### src/hdl/pps_pkg.sv
// Package for the preemptive priority scheduler core.
// Holds field widths, event, outcome and action codes, sequencer and buffer command types and the record type.
// No dependencies.
package pps_pkg;

   localparam int ID_W    = 4;
   localparam int PRI_W   = 8;
   localparam int BURST_W = 16;
   localparam int EL_W    = 16;
   localparam int OC_W    = 2;
   localparam int EV_W    = 3;
   localparam int STAMP_W = 32;

   localparam logic [EV_W-1:0] EV_PREEMPT  = 3'd0;
   localparam logic [EV_W-1:0] EV_YIELD    = 3'd1;
   localparam logic [EV_W-1:0] EV_BLOCK    = 3'd2;
   localparam logic [EV_W-1:0] EV_COMPLETE = 3'd3;
   localparam logic [EV_W-1:0] EV_START    = 3'd4;
   localparam logic [EV_W-1:0] EV_REJECT   = 3'd5;

   localparam logic [OC_W-1:0] OC_RAN   = 2'd0;
   localparam logic [OC_W-1:0] OC_YIELD = 2'd1;
   localparam logic [OC_W-1:0] OC_BLOCK = 2'd2;
   localparam logic [OC_W-1:0] OC_TERM  = 2'd3;

   localparam logic ACT_ADD  = 1'b0;
   localparam logic ACT_TICK = 1'b1;

   typedef enum logic [3:0] {
      ST_IDLE,
      ST_ADD,
      ST_CHECK,
      ST_SCAN,
      ST_TAKE,
      ST_EXEC,
      ST_REL,
      ST_PUSH,
      ST_FIN
   } state_type;

   typedef enum logic [1:0] {
      AFT_DISPATCH,
      AFT_PREEMPT,
      AFT_YIELD,
      AFT_START
   } after_type;

   typedef struct packed {
      logic [EV_W-1:0]    event_res;
      logic               from_valid;
      logic [ID_W-1:0]    from_task;
      logic               to_valid;
      logic [ID_W-1:0]    to_task;
      logic [STAMP_W-1:0] tick_stamp;
   } rec_type;

   typedef struct packed {
      logic push;
      logic flush;
   } buf_cmd_type;

endpackage

### src/hdl/pps_if.sv
// Handshake channel interfaces for the scheduler request and response streams.
// Depends on pps_pkg.
interface pps_req_if;
   import pps_pkg::*;
   logic               valid;
   logic               ready;
   logic               action;
   logic [ID_W-1:0]    task_id;
   logic [PRI_W-1:0]   task_priority;
   logic [BURST_W-1:0] burst_ticks;
   logic [EL_W-1:0]    elapsed;
   logic [OC_W-1:0]    outcome;

   modport source (output valid, action, task_id, task_priority, burst_ticks, elapsed,
                   outcome, input ready);
   modport sink (input valid, action, task_id, task_priority, burst_ticks, elapsed,
                 outcome, output ready);
endinterface

interface pps_rsp_if;
   import pps_pkg::*;
   logic               valid;
   logic               ready;
   logic [EV_W-1:0]    event_res;
   logic               from_valid;
   logic [ID_W-1:0]    from_task;
   logic               to_valid;
   logic [ID_W-1:0]    to_task;
   logic [STAMP_W-1:0] tick_stamp;
   logic               last;

   modport source (output valid, event_res, from_valid, from_task, to_valid, to_task,
                   tick_stamp, last, input ready);
   modport sink (input valid, event_res, from_valid, from_task, to_valid, to_task,
                 tick_stamp, last, output ready);
endinterface

### src/hdl/preemptive_priority_scheduler_core.sv
// Preemptive priority scheduler core: ready queue in RAM, scanned one entry per cycle.
// A tick walks the single RAM read port in each highest-priority scan and queue shift.
// One item is in work at a time; results leave through a holding stage and output register.
// Synchronous active-high reset empties the queue, idles the processor and zeroes the counter.
// Depends on pps_pkg, pps_if, pps_ram and pps_rsp_buf.
module preemptive_priority_scheduler_core #(
   parameter int MAX_TASKS     = 16,
   parameter int PRIORITY_BITS = 8,
   parameter int BURST_BITS    = 16
) (
   input  logic      clock,
   input  logic      reset,
   pps_req_if.sink   req_chan,
   pps_rsp_if.source rsp_chan
);
   import pps_pkg::*;

   localparam int AW = $clog2(MAX_TASKS);
   localparam int CW = $clog2(MAX_TASKS + 1);
   localparam int PB = PRIORITY_BITS;
   localparam int BB = BURST_BITS;
   localparam int EW = ID_W + PB + BB;

   state_type        state_ff, state_in, nxt_ff, nxt_in;
   after_type        after_ff, after_in;
   logic [CW-1:0]    idx_ff, idx_in, count_ff, count_in;
   logic             dv_ff, dv_in;
   logic [AW-1:0]    didx_ff, didx_in, bidx_ff, bidx_in;
   logic [EW-1:0]    best_ff, best_in, run_ff, run_in;
   logic             run_v_ff, run_v_in, pend_ff, pend_in;
   logic [STAMP_W-1:0] tick_ff, tick_in;
   logic [ID_W-1:0]  old_ff, old_in;
   rec_type          rec_ff, rec_in;

   logic               it_act_ff, it_act_in;
   logic [ID_W-1:0]    it_id_ff, it_id_in;
   logic [PRI_W-1:0]   it_pri_ff, it_pri_in;
   logic [BURST_W-1:0] it_burst_ff, it_burst_in;
   logic [EL_W-1:0]    it_el_ff, it_el_in;
   logic [OC_W-1:0]    it_oc_ff, it_oc_in;

   logic             we;
   logic [AW-1:0]    waddr, raddr;
   logic [EW-1:0]    wdata, rdata;
   buf_cmd_type      cmd;
   logic             buf_ok;

   logic [PB+PRI_W-1:0]   pri_wide;
   logic [BB+BURST_W-1:0] burst_wide;
   logic [EW-1:0]         new_entry;
   logic [BB+EL_W-1:0]    rb_wide, el_wide;
   logic [BB-1:0]         new_burst;
   logic [CW-1:0]         count_dec;

   assign pri_wide   = {{PB{1'b0}}, it_pri_ff};
   assign burst_wide = {{BB{1'b0}}, it_burst_ff};
   assign new_entry  = {it_id_ff, pri_wide[PB-1:0], burst_wide[BB-1:0]};
   assign rb_wide    = {{EL_W{1'b0}}, run_ff[BB-1:0]};
   assign el_wide    = {{BB{1'b0}}, it_el_ff};
   assign new_burst  = (rb_wide > el_wide) ? BB'(rb_wide - el_wide) : '0;
   assign count_dec  = count_ff - CW'(1);

   assign req_chan.ready = (state_ff == ST_IDLE);

   always_comb begin
      state_in    = state_ff;
      nxt_in      = nxt_ff;
      after_in    = after_ff;
      idx_in      = idx_ff;
      count_in    = count_ff;
      dv_in       = 1'b0;
      didx_in     = didx_ff;
      bidx_in     = bidx_ff;
      best_in     = best_ff;
      run_in      = run_ff;
      run_v_in    = run_v_ff;
      pend_in     = pend_ff;
      tick_in     = tick_ff;
      old_in      = old_ff;
      rec_in      = rec_ff;
      it_act_in   = it_act_ff;
      it_id_in    = it_id_ff;
      it_pri_in   = it_pri_ff;
      it_burst_in = it_burst_ff;
      it_el_in    = it_el_ff;
      it_oc_in    = it_oc_ff;
      we          = 1'b0;
      waddr       = count_ff[AW-1:0];
      wdata       = new_entry;
      raddr       = idx_ff[AW-1:0];
      cmd         = '0;

      case (state_ff)
         ST_IDLE: begin
            if (req_chan.valid) begin
               it_act_in   = req_chan.action;
               it_id_in    = req_chan.task_id;
               it_pri_in   = req_chan.task_priority;
               it_burst_in = req_chan.burst_ticks;
               it_el_in    = req_chan.elapsed;
               it_oc_in    = req_chan.outcome;
               if (req_chan.action == ACT_ADD) begin
                  state_in = ST_ADD;
               end else if (req_chan.elapsed != '0) begin
                  tick_in = tick_ff + STAMP_W'(1);
                  if (run_v_ff) begin
                     state_in = ST_CHECK;
                  end else if (count_ff != '0) begin
                     idx_in   = '0;
                     after_in = AFT_DISPATCH;
                     state_in = ST_SCAN;
                  end
               end
            end
         end
         ST_ADD: begin
            if (count_ff == CW'(MAX_TASKS)) begin
               rec_in   = '{EV_REJECT, 1'b1, it_id_ff, 1'b0, '0, tick_ff};
               nxt_in   = ST_FIN;
               state_in = ST_PUSH;
            end else begin
               we       = 1'b1;
               count_in = count_ff + CW'(1);
               state_in = ST_IDLE;
            end
         end
         ST_CHECK: begin
            if (count_ff != '0) begin
               idx_in   = '0;
               after_in = AFT_PREEMPT;
               state_in = ST_SCAN;
            end else begin
               state_in = ST_EXEC;
            end
         end
         ST_SCAN: begin
            if (dv_ff) begin
               if (didx_ff == '0 || rdata[BB +: PB] > best_ff[BB +: PB]) begin
                  best_in = rdata;
                  bidx_in = didx_ff;
               end
            end
            if (idx_ff < count_ff) begin
               dv_in   = 1'b1;
               didx_in = idx_ff[AW-1:0];
               idx_in  = idx_ff + CW'(1);
            end else if (!dv_ff) begin
               idx_in = CW'(bidx_ff) + CW'(1);
               if (after_ff == AFT_PREEMPT && !(best_ff[BB +: PB] > run_ff[BB +: PB])) begin
                  state_in = ST_EXEC;
               end else begin
                  state_in = ST_TAKE;
               end
            end
         end
         ST_TAKE: begin
            if (dv_ff) begin
               we    = 1'b1;
               waddr = didx_ff - AW'(1);
               wdata = rdata;
            end
            if (idx_ff < count_ff) begin
               dv_in   = 1'b1;
               didx_in = idx_ff[AW-1:0];
               idx_in  = idx_ff + CW'(1);
            end else if (!dv_ff) begin
               count_in = count_dec;
               run_in   = best_ff;
               run_v_in = 1'b1;
               pend_in  = 1'b1;
               case (after_ff)
                  AFT_DISPATCH: begin
                     state_in = ST_CHECK;
                  end
                  AFT_PREEMPT: begin
                     we       = 1'b1;
                     waddr    = count_dec[AW-1:0];
                     wdata    = run_ff;
                     count_in = count_ff;
                     rec_in   = '{EV_PREEMPT, 1'b1, run_ff[EW-1 -: ID_W], 1'b1,
                                  best_ff[EW-1 -: ID_W], tick_ff};
                     nxt_in   = ST_EXEC;
                     state_in = ST_PUSH;
                  end
                  AFT_YIELD: begin
                     rec_in   = '{EV_YIELD, 1'b1, old_ff, 1'b1, best_ff[EW-1 -: ID_W], tick_ff};
                     nxt_in   = ST_FIN;
                     state_in = ST_PUSH;
                  end
                  AFT_START: begin
                     rec_in   = '{EV_START, 1'b0, '0, 1'b1, best_ff[EW-1 -: ID_W], tick_ff};
                     nxt_in   = ST_FIN;
                     state_in = ST_PUSH;
                  end
                  default: begin
                     state_in = ST_FIN;
                  end
               endcase
            end
         end
         ST_EXEC: begin
            pend_in = 1'b0;
            if (pend_ff && it_oc_ff == OC_YIELD) begin
               run_v_in = 1'b0;
               old_in   = run_ff[EW-1 -: ID_W];
               if (count_ff != '0) begin
                  idx_in   = '0;
                  after_in = AFT_YIELD;
                  state_in = ST_SCAN;
               end else begin
                  rec_in   = '{EV_YIELD, 1'b1, run_ff[EW-1 -: ID_W], 1'b0, '0, tick_ff};
                  nxt_in   = ST_FIN;
                  state_in = ST_PUSH;
               end
            end else if (pend_ff && (it_oc_ff == OC_BLOCK || it_oc_ff == OC_TERM)) begin
               run_v_in = 1'b0;
               rec_in   = '{(it_oc_ff == OC_BLOCK) ? EV_BLOCK : EV_COMPLETE, 1'b1,
                            run_ff[EW-1 -: ID_W], 1'b0, '0, tick_ff};
               nxt_in   = ST_REL;
               state_in = ST_PUSH;
            end else begin
               run_in[BB-1:0] = new_burst;
               if (new_burst == '0) begin
                  run_v_in = 1'b0;
                  rec_in   = '{EV_COMPLETE, 1'b1, run_ff[EW-1 -: ID_W], 1'b0, '0, tick_ff};
                  nxt_in   = ST_REL;
                  state_in = ST_PUSH;
               end else begin
                  state_in = ST_FIN;
               end
            end
         end
         ST_REL: begin
            if (count_ff != '0) begin
               idx_in   = '0;
               after_in = AFT_START;
               state_in = ST_SCAN;
            end else begin
               state_in = ST_FIN;
            end
         end
         ST_PUSH: begin
            cmd.push = 1'b1;
            if (buf_ok) begin
               state_in = nxt_ff;
            end
         end
         ST_FIN: begin
            cmd.flush = 1'b1;
            if (buf_ok) begin
               state_in = ST_IDLE;
            end
         end
         default: begin
            state_in = ST_IDLE;
         end
      endcase
   end

   always_ff @(posedge clock) begin
      if (reset) begin
         state_ff <= ST_IDLE;
         count_ff <= '0;
         run_v_ff <= 1'b0;
         run_ff   <= '0;
         pend_ff  <= 1'b0;
         tick_ff  <= '0;
         dv_ff    <= 1'b0;
      end else begin
         state_ff <= state_in;
         count_ff <= count_in;
         run_v_ff <= run_v_in;
         run_ff   <= run_in;
         pend_ff  <= pend_in;
         tick_ff  <= tick_in;
         dv_ff    <= dv_in;
      end
      nxt_ff      <= nxt_in;
      after_ff    <= after_in;
      idx_ff      <= idx_in;
      didx_ff     <= didx_in;
      bidx_ff     <= bidx_in;
      best_ff     <= best_in;
      old_ff      <= old_in;
      rec_ff      <= rec_in;
      it_act_ff   <= it_act_in;
      it_id_ff    <= it_id_in;
      it_pri_ff   <= it_pri_in;
      it_burst_ff <= it_burst_in;
      it_el_ff    <= it_el_in;
      it_oc_ff    <= it_oc_in;
   end

   pps_ram #(
      .WIDTH(EW),
      .DEPTH(MAX_TASKS)
   ) u_queue (
      .clock(clock),
      .we(we),
      .waddr(waddr),
      .wdata(wdata),
      .raddr(raddr),
      .rdata(rdata)
   );

   pps_rsp_buf u_rsp_buf (
      .clock(clock),
      .reset(reset),
      .cmd(cmd),
      .rec(rec_ff),
      .ok(buf_ok),
      .rsp_chan(rsp_chan)
   );
endmodule

### src/hdl/pps_ram.sv
// Generic single-write, single-read RAM with a registered read port.
// No dependencies.
module pps_ram #(
   parameter int WIDTH = 8,
   parameter int DEPTH = 16
) (
   input  logic                     clock,
   input  logic                     we,
   input  logic [$clog2(DEPTH)-1:0] waddr,
   input  logic [WIDTH-1:0]         wdata,
   input  logic [$clog2(DEPTH)-1:0] raddr,
   output logic [WIDTH-1:0]         rdata
);
   logic [WIDTH-1:0] mem_ff [DEPTH];
   logic [WIDTH-1:0] rdata_ff;

   always_ff @(posedge clock) begin
      if (we) begin
         mem_ff[waddr] <= wdata;
      end
      rdata_ff <= mem_ff[raddr];
   end

   assign rdata = rdata_ff;
endmodule

### src/hdl/pps_rsp_buf.sv
// Response buffer: holds the newest record until the next one or the end of the item
// decides its last flag, then moves it to the output register. Depends on pps_pkg, pps_if.
module pps_rsp_buf (
   input  logic                  clock,
   input  logic                  reset,
   input  pps_pkg::buf_cmd_type  cmd,
   input  pps_pkg::rec_type      rec,
   output logic                  ok,
   pps_rsp_if.source             rsp_chan
);
   import pps_pkg::*;

   logic    hold_v_ff, hold_v_in;
   rec_type hold_ff, hold_in;
   logic    out_v_ff, out_v_in;
   rec_type out_ff, out_in;
   logic    out_last_ff, out_last_in;
   logic    out_free;

   assign out_free = !out_v_ff || rsp_chan.ready;
   assign ok = !hold_v_ff || out_free;

   always_comb begin
      hold_v_in   = hold_v_ff;
      hold_in     = hold_ff;
      out_v_in    = out_v_ff && !rsp_chan.ready;
      out_in      = out_ff;
      out_last_in = out_last_ff;
      if (ok && (cmd.push || cmd.flush)) begin
         if (hold_v_ff) begin
            out_v_in    = 1'b1;
            out_in      = hold_ff;
            out_last_in = cmd.flush;
         end
         if (cmd.push) begin
            hold_in   = rec;
            hold_v_in = 1'b1;
         end else begin
            hold_v_in = 1'b0;
         end
      end
   end

   always_ff @(posedge clock) begin
      if (reset) begin
         hold_v_ff <= 1'b0;
         out_v_ff  <= 1'b0;
      end else begin
         hold_v_ff <= hold_v_in;
         out_v_ff  <= out_v_in;
      end
      hold_ff     <= hold_in;
      out_ff      <= out_in;
      out_last_ff <= out_last_in;
   end

   assign rsp_chan.valid      = out_v_ff;
   assign rsp_chan.event_res  = out_ff.event_res;
   assign rsp_chan.from_valid = out_ff.from_valid;
   assign rsp_chan.from_task  = out_ff.from_task;
   assign rsp_chan.to_valid   = out_ff.to_valid;
   assign rsp_chan.to_task    = out_ff.to_task;
   assign rsp_chan.tick_stamp = out_ff.tick_stamp;
   assign rsp_chan.last       = out_last_ff;
endmodule
### src/flat_wrapper.sv
// flat-port wrapper written by rule: the top's interface ports become plain ports
module preemptive_priority_scheduler_core_flat import pps_pkg::*;
#(
   parameter int MAX_TASKS     = 16,
   parameter int PRIORITY_BITS = 8,
   parameter int BURST_BITS    = 16
)
  (clock, reset, req_chan_valid, req_chan_action, req_chan_task_id, req_chan_task_priority, req_chan_burst_ticks, req_chan_elapsed, req_chan_outcome, req_chan_ready, rsp_chan_valid, rsp_chan_event_res, rsp_chan_from_valid, rsp_chan_from_task, rsp_chan_to_valid, rsp_chan_to_task, rsp_chan_tick_stamp, rsp_chan_last, rsp_chan_ready);
  pps_req_if req_chan_i ();
  pps_rsp_if rsp_chan_i ();
  input  logic clock;
  input  logic reset;
  input wire logic [$bits(req_chan_i.valid)-1:0] req_chan_valid;
  input wire logic [$bits(req_chan_i.action)-1:0] req_chan_action;
  input wire logic [$bits(req_chan_i.task_id)-1:0] req_chan_task_id;
  input wire logic [$bits(req_chan_i.task_priority)-1:0] req_chan_task_priority;
  input wire logic [$bits(req_chan_i.burst_ticks)-1:0] req_chan_burst_ticks;
  input wire logic [$bits(req_chan_i.elapsed)-1:0] req_chan_elapsed;
  input wire logic [$bits(req_chan_i.outcome)-1:0] req_chan_outcome;
  output wire logic [$bits(req_chan_i.ready)-1:0] req_chan_ready;
  output wire logic [$bits(rsp_chan_i.valid)-1:0] rsp_chan_valid;
  output wire logic [$bits(rsp_chan_i.event_res)-1:0] rsp_chan_event_res;
  output wire logic [$bits(rsp_chan_i.from_valid)-1:0] rsp_chan_from_valid;
  output wire logic [$bits(rsp_chan_i.from_task)-1:0] rsp_chan_from_task;
  output wire logic [$bits(rsp_chan_i.to_valid)-1:0] rsp_chan_to_valid;
  output wire logic [$bits(rsp_chan_i.to_task)-1:0] rsp_chan_to_task;
  output wire logic [$bits(rsp_chan_i.tick_stamp)-1:0] rsp_chan_tick_stamp;
  output wire logic [$bits(rsp_chan_i.last)-1:0] rsp_chan_last;
  input wire logic [$bits(rsp_chan_i.ready)-1:0] rsp_chan_ready;
  assign req_chan_i.valid = req_chan_valid;
  assign req_chan_i.action = req_chan_action;
  assign req_chan_i.task_id = req_chan_task_id;
  assign req_chan_i.task_priority = req_chan_task_priority;
  assign req_chan_i.burst_ticks = req_chan_burst_ticks;
  assign req_chan_i.elapsed = req_chan_elapsed;
  assign req_chan_i.outcome = req_chan_outcome;
  assign req_chan_ready = req_chan_i.ready;
  assign rsp_chan_valid = rsp_chan_i.valid;
  assign rsp_chan_event_res = rsp_chan_i.event_res;
  assign rsp_chan_from_valid = rsp_chan_i.from_valid;
  assign rsp_chan_from_task = rsp_chan_i.from_task;
  assign rsp_chan_to_valid = rsp_chan_i.to_valid;
  assign rsp_chan_to_task = rsp_chan_i.to_task;
  assign rsp_chan_tick_stamp = rsp_chan_i.tick_stamp;
  assign rsp_chan_last = rsp_chan_i.last;
  assign rsp_chan_i.ready = rsp_chan_ready;
  preemptive_priority_scheduler_core #(.MAX_TASKS(MAX_TASKS), .PRIORITY_BITS(PRIORITY_BITS), .BURST_BITS(BURST_BITS)) u_core (.clock(clock), .reset(reset), .req_chan(req_chan_i), .rsp_chan(rsp_chan_i));
endmodule
### config.mk
export PLATFORM = sky130hd
export DESIGN_NAME = preemptive_priority_scheduler_core_flat
export DESIGN_NICKNAME = d
export VERILOG_FILES = /design/src/hdl/pps_pkg.sv /design/src/hdl/pps_if.sv /design/src/hdl/preemptive_priority_scheduler_core.sv /design/src/hdl/pps_ram.sv /design/src/hdl/pps_rsp_buf.sv /design/src/flat_wrapper.sv
export SDC_FILE = /design/constraint.sdc
export NUM_CORES = 1
export LEC_CHECK = 0
export ABC_CLOCK_PERIOD_IN_PS = 7750
export BUFFER_PORTS_ARGS = -buffer_cell sky130_fd_sc_hd__buf_2
export CORE_MARGIN = 3
export CORE_UTILIZATION = 65
export CTS_CLUSTER_DIAMETER = 30
export DETAILED_ROUTE_END_ITERATION = 7
export HOLD_SLACK_MARGIN = 0.15
export PLACE_DENSITY = 0.83
export SLEW_MARGIN = 20
export SYNTH_ARGS = -nofsm -noshare
export SYNTH_HDL_FRONTEND = slang
export SYNTH_SLANG_ARGS = --single-unit
### constraint.sdc
create_clock -name clock -period 7.75 [get_ports clock]
set_input_delay 1.1625 -clock clock [delete_from_list [all_inputs] [get_ports clock]]
set_output_delay 1.1625 -clock clock [all_outputs]
set_load 0.01 [all_outputs]
# After elaboration in Yosys (flattened, before gate mapping)
# Memory sizes are Yosys's and may differ from the RTL's. A register that Yosys moved wholly into a read port is not among the register bits.
# Index checks and enable logic that the tools add are counted.
[totals]
regBits = 307
latch_bits = 0
ramBits = 448
rom_bits = 0
in_bits = 51
out_inout_bits = 48
memories = 1
[memory_table]
columns = ["name", "words", "width", "read_ports", "rd_clocked_by_memory_dff", "wr", "line", "source"]
rows = [
  ["u_core.u_queue.mem_ff", 16, 28, 1, 1, 1, "pps_ram.sv:14", "logic [WIDTH-1:0] mem_ff [DEPTH];"],
]
[classes]
add_sub_neg = 7
n_mul = 0
div_mod_pow = 0
order_cmp = 4
n_eq_ne = 43
shifts = 0
n_mux = 102
n_bitwise = 3
n_reduce_logical = 47
[op_table]
columns = ["op", "count"]
rows = [
  ["two-way mux 45 bit", 7],
  ["one-hot mux 45 bit (3 select lines)", 2],
  ["two-way mux 28 bit", 5],
  ["two-way mux 4 bit", 27],
  ["two-way mux 16 bit", 5],
  ["two-way mux 5 bit", 13],
  ["one-hot mux 4 bit (9 select lines)", 1],
  ["adder 32 x 1 -> 32 bit (second input constant)", 1],
  ["one-hot mux 16 bit (2 select lines)", 1],
  ["inequality test 2 bit (second input constant)", 13],
  ["one-hot mux 5 bit (5 select lines)", 1],
  ["two-way mux 1 bit", 20],
  ["two-way mux 2 bit", 9],
  ["equality test 4 x 3 -> 1 bit (second input constant)", 4],
  ["greater-than comparator 16 bit", 1],
  ["greater-than comparator 8 bit", 2],
  ["logical NOT 16 bit", 1],
  ["inequality test 2 x 1 -> 1 bit (second input constant)", 8],
  ["one-hot mux 4 bit (2 select lines)", 2],
  ["nonzero test 16 bit", 1],
  ["subtractor 16 bit", 1],
  ["AND reduction 7 bit", 2],
  ["one-hot mux 4 bit (3 select lines)", 1],
  ["adder 5 x 1 -> 5 bit (second input constant)", 2],
  ["38 further kinds", 76],
]

# Longest topological paths before layout
[depth]
depth_word = 7
ltp_mapped = 12
ltp_nobuf = 11

# Cells and area by module
# Synthesis repeated with hierarchy kept, for this count alone.
[hier_totals]
cells_unflattened = 1866
hier_area_um2 = 31017.2
[by_module_without_submodules]
columns = ["mod", "instances", "cells_per_inst", "area_per_inst_um2", "seq_area_each_um2"]
rows = [
  ["pps_ram", 1, 735, 17534.3, 14013.4],
  ["preemptive_priority_scheduler_core", 1, 1028, 10644.0, 5705.5],
  ["pps_rsp_buf", 1, 103, 2839.0, 2772.7],
]

# Worst setup path before layout
# No wires, ideal clock.
[synth_timing]
kind = "register to register"
from = "register u_core.it_el_ff[0]"
to = "register u_core.rec_ff[0] (netlist bit), enable pin"
setup_ps = 407
t_arrival_ps = 3878
required_time_ps = 7343
path_slack_ps = 3465
path_stages_with_launch = 11
n_path_buf = 0
period_less_slack_ps = 4285
path_cell_list = "edfxtp_1 > ha_1 > fa_1 > nand2b_1 > a211oi_2 > o21ai_0 > a2111oi_4 > nand3_1 > or4_4 > o21ai_2 > and2_1"
[synth_via]
elab_chain_len = 5
elab_cells_between_ends = 6
classes_between = "add/sub: 1; order compare: 1; eq/ne: 1; mux: 1; reduce/logical: 2"
[synth_lines]
columns = ["element", "line", "source"]
rows = [
  ["start, declared", "preemptive_priority_scheduler_core.sv:39", "logic [EL_W-1:0] it_el_ff, it_el_in;"],
  ["start signal, assigned", "preemptive_priority_scheduler_core.sv:290", "it_el_ff <= it_el_in;"],
  ["subtractor 16 bit or greater-than comparator 16 bit (tied branches)", "preemptive_priority_scheduler_core.sv:60", "assign new_burst = (rb_wide > el_wide) ? BB'(rb_wide - el_wide) : '0;"],
  ["two-way mux 16 bit (*)", "preemptive_priority_scheduler_core.sv:60", ""],
  ["logical NOT 16 bit (*)", "preemptive_priority_scheduler_core.sv:223", "if (new_burst == '0) begin"],
  ["inequality test 4 x 1 -> 1 bit (no source line) (*)", "--", ""],
  ["AND reduction 7 bit (no source line) (*)", "--", ""],
  ["end signal, assigned", "preemptive_priority_scheduler_core.sv:285", "rec_ff <= rec_in;"],
  ["end, declared", "preemptive_priority_scheduler_core.sv:33", "rec_type rec_ff, rec_in;"],
]
# Every way passes the cells marked *; elsewhere a longest branch is shown, timed or not.
# A chain may end at the register's enable or synchronous reset.

# Worst setup path after layout
[layout_timing]
from = "register u_core.state_ff[1]"
to = "memory u_core.u_queue.mem_ff[1][17] (netlist bit), enable pin"
[layout_via]
elab_chain_len = 4
elab_cells_between_ends = 6
classes_between = "eq/ne: 2; mux: 4"
[layout_lines]
columns = ["element", "line", "source"]
rows = [
  ["start, declared", "preemptive_priority_scheduler_core.sv:24", "state_type state_ff, state_in, nxt_ff, nxt_in;"],
  ["start signal, assigned", "preemptive_priority_scheduler_core.sv:270", "state_ff <= state_in;"],
  ["equality test 4 x 3 -> 1 bit or equality test 4 x 1 -> 1 bit (tied branches)", "preemptive_priority_scheduler_core.sv:93", "case (state_ff)"],
  ["one-hot mux 1 bit (2 select lines)", "preemptive_priority_scheduler_core.sv:93", ""],
  ["two-way mux 1 bit", "pps_ram.sv:18", "if (we) begin"],
  ["two-way mux 1 bit (implied by the code)", "pps_ram.sv:19", "mem_ff[waddr] <= wdata;"],
  ["end, declared", "pps_ram.sv:14", ""],
]
# Parallel ways exist; a longest one is shown, timed or not.

==> Implementation_results.wiki <==
{| class="wikitable"
! Metric !! Value
|-
| Clock buffer count from CTS || roughly 130
|-
| HPWL after detailed placement || roughly 45,000 um
|-
| Crit Path Class || reg2reg
|-
| Via count of the first global-routing pass || 19,413
|-
| Pin count of the biggest net entering global routing || between 100 and 150
|-
| Cell internal power dissipation || slightly below 10,000 uW
|-
| Clock transition time at the flip-flop clock pins of the worst setup and hold paths || ~50 ps
|-
| TritonCTS clock tree || done
|-
| Number of vias after detailed routing || 19,529
|-
| Req. time, crit path || 8050 ps
|-
| Cell depth of the worst min-delay path || 0
|-
| Number of warnings printed during yosys synthesis || 0
|-
| Weighted congestion reported at the end of routability-driven placement || approximately 0.96
|-
| Floorplan Core Area || 46,950 sq um
|-
| First-iteration detailed-routing DRC count || slightly below 3,000
|-
| Sequential standard cell area || 22,490 sq um
|-
| Net switching power || between 4000 and 5000 uW
|-
| Parity-gate share of the synthesized area counting xor and xnor cells || 0.01324
|-
| Layout Nets || between 2,000 and 2,500
|-
| Dominant combinational cell family by area after synthesis || compound AO/OA/AOI/OAI gates
|-
| Max Freq || between 150 and 200 MHz
|-
| Overall overflow remaining after global route || 0
|-
| Final worst path period need || around 5400 ps
|-
| Root cell of the clock tree || sky130_fd_sc_hd__clkbuf_16
|-
| Count of max-cap constraint violations || 0
|-
| Hold Buf Count CTS || 0
|-
| Die W || 224.7 um
|-
| Type of destination of the critical path || flop
|-
| Maximum vdd drop || between 0.2 and 0.25 mV
|-
| Clock network latency to the later pin of the worst-skew pair || 710 ps
|-
| Number of distinct library cells after synthesis || 73
|-
| Post_cts resized || 0
|-
| Sequential cell area fraction in the yosys report || 0.7233
|-
| Power Dens Cells || between 300 and 400 nW/um^2
|-
| Number of setup buffers added after CTS || 0
|-
| Synth Instances || between 2,000 and 2,500
|-
| Post-synthesis compound-gate area fraction || 0.08699
|-
| Layout overhead on the synthesized area || 18.90%
|-
| Delay contributed by the slowest stage of the critical path || around 960 ps
|-
| Max-slew violation count || 0
|-
| Mapped Nets || 2,109
|-
| Leak Pwr || around 0.013 uW
|-
| Post-synthesis share of cell area spent on full adders, half adders and majority gates || 0.01795
|-
| Proportion of power drawn by the clock network || 0.422
|-
| Element type at the critical path start || flop
|-
| Critical Path Slowest Stage Cell || sky130_fd_sc_hd__nor2_4
|-
| Switching fraction of total power || 0.2974
|-
| Longest Clk Path Bufs || 3
|-
| Fraction of the mapped netlist area in simple logic gates || 0.06076
|-
| Placement Rows || around 80
|-
| DRC || 0
|-
| Total die area || 50,500 sq um
|-
| Setup WS post-layout || 2375 ps
|-
| Area taken by multi-input logic gates || 8224 sq um
|-
| Most numerous cell on the critical path || sky130_fd_sc_hd__nand2_1
|-
| I/O pin cnt || just under 100
|-
| Slew of the pin with the lowest slew margin || roughly 1200 ps
|-
| Sum of routed wire length over all layers || 81,790 um
|-
| Mapped Avg Cell Area || around 15 sq um
|-
| Maximum fanout along the worst path || 51
|-
| Tightest Hold Check Type || reg2reg
|-
| Die H || approximately 220 um
|-
| Antenna violation net count after detailed routing || 0
|-
| Gate power share || 0.191
|-
| Share of flip-flops with an asynchronous set or reset after synthesis || 0
|-
| Netlist area before placement || roughly 31,000 sq um
|-
| Worst slack at placement || around 2700 ps
|-
| Data arrival, critical path || between 5000 and 6000 ps
|-
| Gr usage total || 0.3266
|-
| R2R cell count || 8
|-
| Final antenna diode count || 0
|-
| Setup_tns || 0 ps
|-
| Number of hold violations in the final report || 0
|-
| Most used flip-flop cell after synthesis || sky130_fd_sc_hd__edfxtp_1
|-
| Mean routed wirelength per cell || ~28 um
|-
| Port bufs || a little under 100
|-
| Sum of internal, switching and leakage power || around 14,000 uW
|-
| Detailed-router iteration count before antenna repair || 5
|-
| Ordered cell list for the critical path || or3b_1 -> or2_1 -> inv_2 -> nand2_1 -> o22ai_1 -> nor3_1 -> nand2_1 -> nor2_4
|-
| Layout filler cell count || between 2,000 and 2,500
|-
| Via density per instance || roughly 6.8
|-
| Final hold slack || roughly 410 ps
|-
| Worst rel slew slack || 0.2235
|-
| Clock net sink count || about 780
|-
| Final setup violation count || 0
|-
| Deepest level of the CTS H-tree || 4
|-
| Unrepaired setup endpoints after global routing || no
|-
| Status || finished, final reports clean
|-
| EDFF count, synth || 681
|-
| First-pass GRT wire length || about 120,000 um
|-
| Multiplexer fraction of the synthesized cell area || 0.07846
|-
| Initial Utilization || 0.6623
|-
| Largest clock skew in the final design || 42.29 ps
|-
| Antenna violations before repair || 6
|-
| Total of flip-flops plus latches after synthesis || 783
|-
| Proportion of power drawn by flip-flops and latches || 0.388
|-
| Fraction of the cycle the final worst path needs || 0.6935
|-
| Fraction of final layout cells sized beyond drive strength 1 || 0.2126
|}
==> through the flow <==
stage	util	area, sq um	cells
floorplan	-	31100	2014
global placement	0.6884	32320	2647
detailed placement	0.6888	32340	2647
CTS	0.7854	36870	2889
global route	0.7874	36970	2893
finish	0.7874	36970	2893
==> critical path, delay by kind of cell (launching register included) <==
family,cells,cell delay [ps]
AO/OA/AOI/OAI,1,200
buffers and inverters,1,500
flip-flops,1,600
AND/OR/NAND/NOR,6,3630
==> registers in the layout, summed over array words and instances (netlist names), 2 cells and up <==
name                                  flops
u_core.u_rsp_buf.rsp_chan.event_res       3
u_core.it_id_ff                           4
u_core.run_ff                            28
u_core.u_rsp_buf.hold_ff                 45
u_core.didx_ff                            4
u_core.rec_ff                            45
u_core.u_rsp_buf.rsp_chan.tick_stamp     32
u_core.count_ff                           5
u_core.u_queue.rdata                     28
u_core.idx_ff                             5
u_core.it_el_ff                          16
u_core.after_ff                           2
u_core.tick_ff                           32
u_core.it_oc_ff                           2
u_core.it_pri_ff                          8
u_core.u_rsp_buf.rsp_chan.to_task         4
u_core.u_queue.mem_ff                   448
u_core.old_ff                             4
u_core.bidx_ff                            4
u_core.best_ff                           28
u_core.u_rsp_buf.rsp_chan.from_task       4
u_core.it_burst_ff                       16
u_core.state_ff                           4
u_core.nxt_ff                             4
==> cell usage after synthesis, types with 12 or more instances <==
master	number	area share
sky130_fd_sc_hd__o21ai_0	92	0.015
sky130_fd_sc_hd__nor3_1	22	0.0035
sky130_fd_sc_hd__a221oi_1	30	0.0084
sky130_fd_sc_hd__buf_1	17	0.0021
sky130_fd_sc_hd__nand2_1	137	0.017
sky130_fd_sc_hd__mux2i_1	93	0.030
sky130_fd_sc_hd__and3_1	16	0.0032
sky130_fd_sc_hd__dfxtp_1	102	0.066
sky130_fd_sc_hd__mux4_2	56	0.041
sky130_fd_sc_hd__mux2_2	22	0.0080
sky130_fd_sc_hd__and2_1	15	0.0030
sky130_fd_sc_hd__nand4_1	12	0.0024
sky130_fd_sc_hd__nor2_1	94	0.011
sky130_fd_sc_hd__edfxtp_1	681	0.66
sky130_fd_sc_hd__a211oi_1	14	0.0034
sky130_fd_sc_hd__o22ai_1	55	0.011
sky130_fd_sc_hd__inv_1	60	0.0072
sky130_fd_sc_hd__nand3_1	33	0.0053
sky130_fd_sc_hd__ha_1	43	0.017
sky130_fd_sc_hd__clkbuf_1	73	0.0088
sky130_fd_sc_hd__a22oi_1	33	0.0080
sky130_fd_sc_hd__a21oi_1	108	0.017
sky130_fd_sc_hd__xnor2_1	16	0.0045
sky130_fd_sc_hd__xor2_1	31	0.0087
==> power by group through the flow <==
stage	Sequential, uW	Clock, uW	Combinational, uW
after global routing	5460	6140	2840
after CTS	5440	5950	2580
final	5450	5930	2680
after global placement	5490	0	2390
after detailed placement	5500	0	2470
after floorplan	5370	0	1680
==> area by class of cell <==
| class | instances | share of cell area |
|---|---|---|
| clock buffer | 155 | 0.09418 |
| clock inverter | 87 | 0.02850 |
| inverter | 62 | 0.006295 |
| multi-input combinational | 1073 | 0.2224 |
| sequential | 783 | 0.6083 |
| tap | 607 | 0.02054 |
| timing repair buffer | 126 | 0.01970 |
==> routing by layer <==
metal	global-route usage	up-vias	part of all wire
met5	0	-	0.00045
met4	0.1517	6	0.044
met1	0.4326	9676	0.37
met3	0.08549	260	0.11
met2	0.5156	1347	0.48
li1	-	8240	-
==> worst paths after layout <==
path / from / end / slack, ps
max reg2reg: u_core.state_ff[1] / u_core.u_queue.mem_ff[1][17] / 2380
min: u_core.rec_ff[41] / u_core.u_rsp_buf.hold_ff[41] / 410
min reg2reg: u_core.rec_ff[41] / u_core.u_rsp_buf.hold_ff[41] / 410
max: u_core.state_ff[1] / u_core.u_queue.mem_ff[1][17] / 2380
==> logic make-up after synthesis <==
kind of cell,count (synthesis)
fa+ha+maj,44
mux,171
flops,783
buf+inv,158
compound gates,417
xor+xnor,47
simple gates,394
==> layout by cell type, fill, tap and decap left out, drive strengths merged, types with 56 or more instances in the layout <==
cell type	instances
buf	126
mux2i	93
mux4	56
nand2	137
dfxtp	102
clkbuf	155
nor2	96
edfxtp	681
o21ai	98
a21oi	108
inv	73
Power figures use the tool's default switching activity.
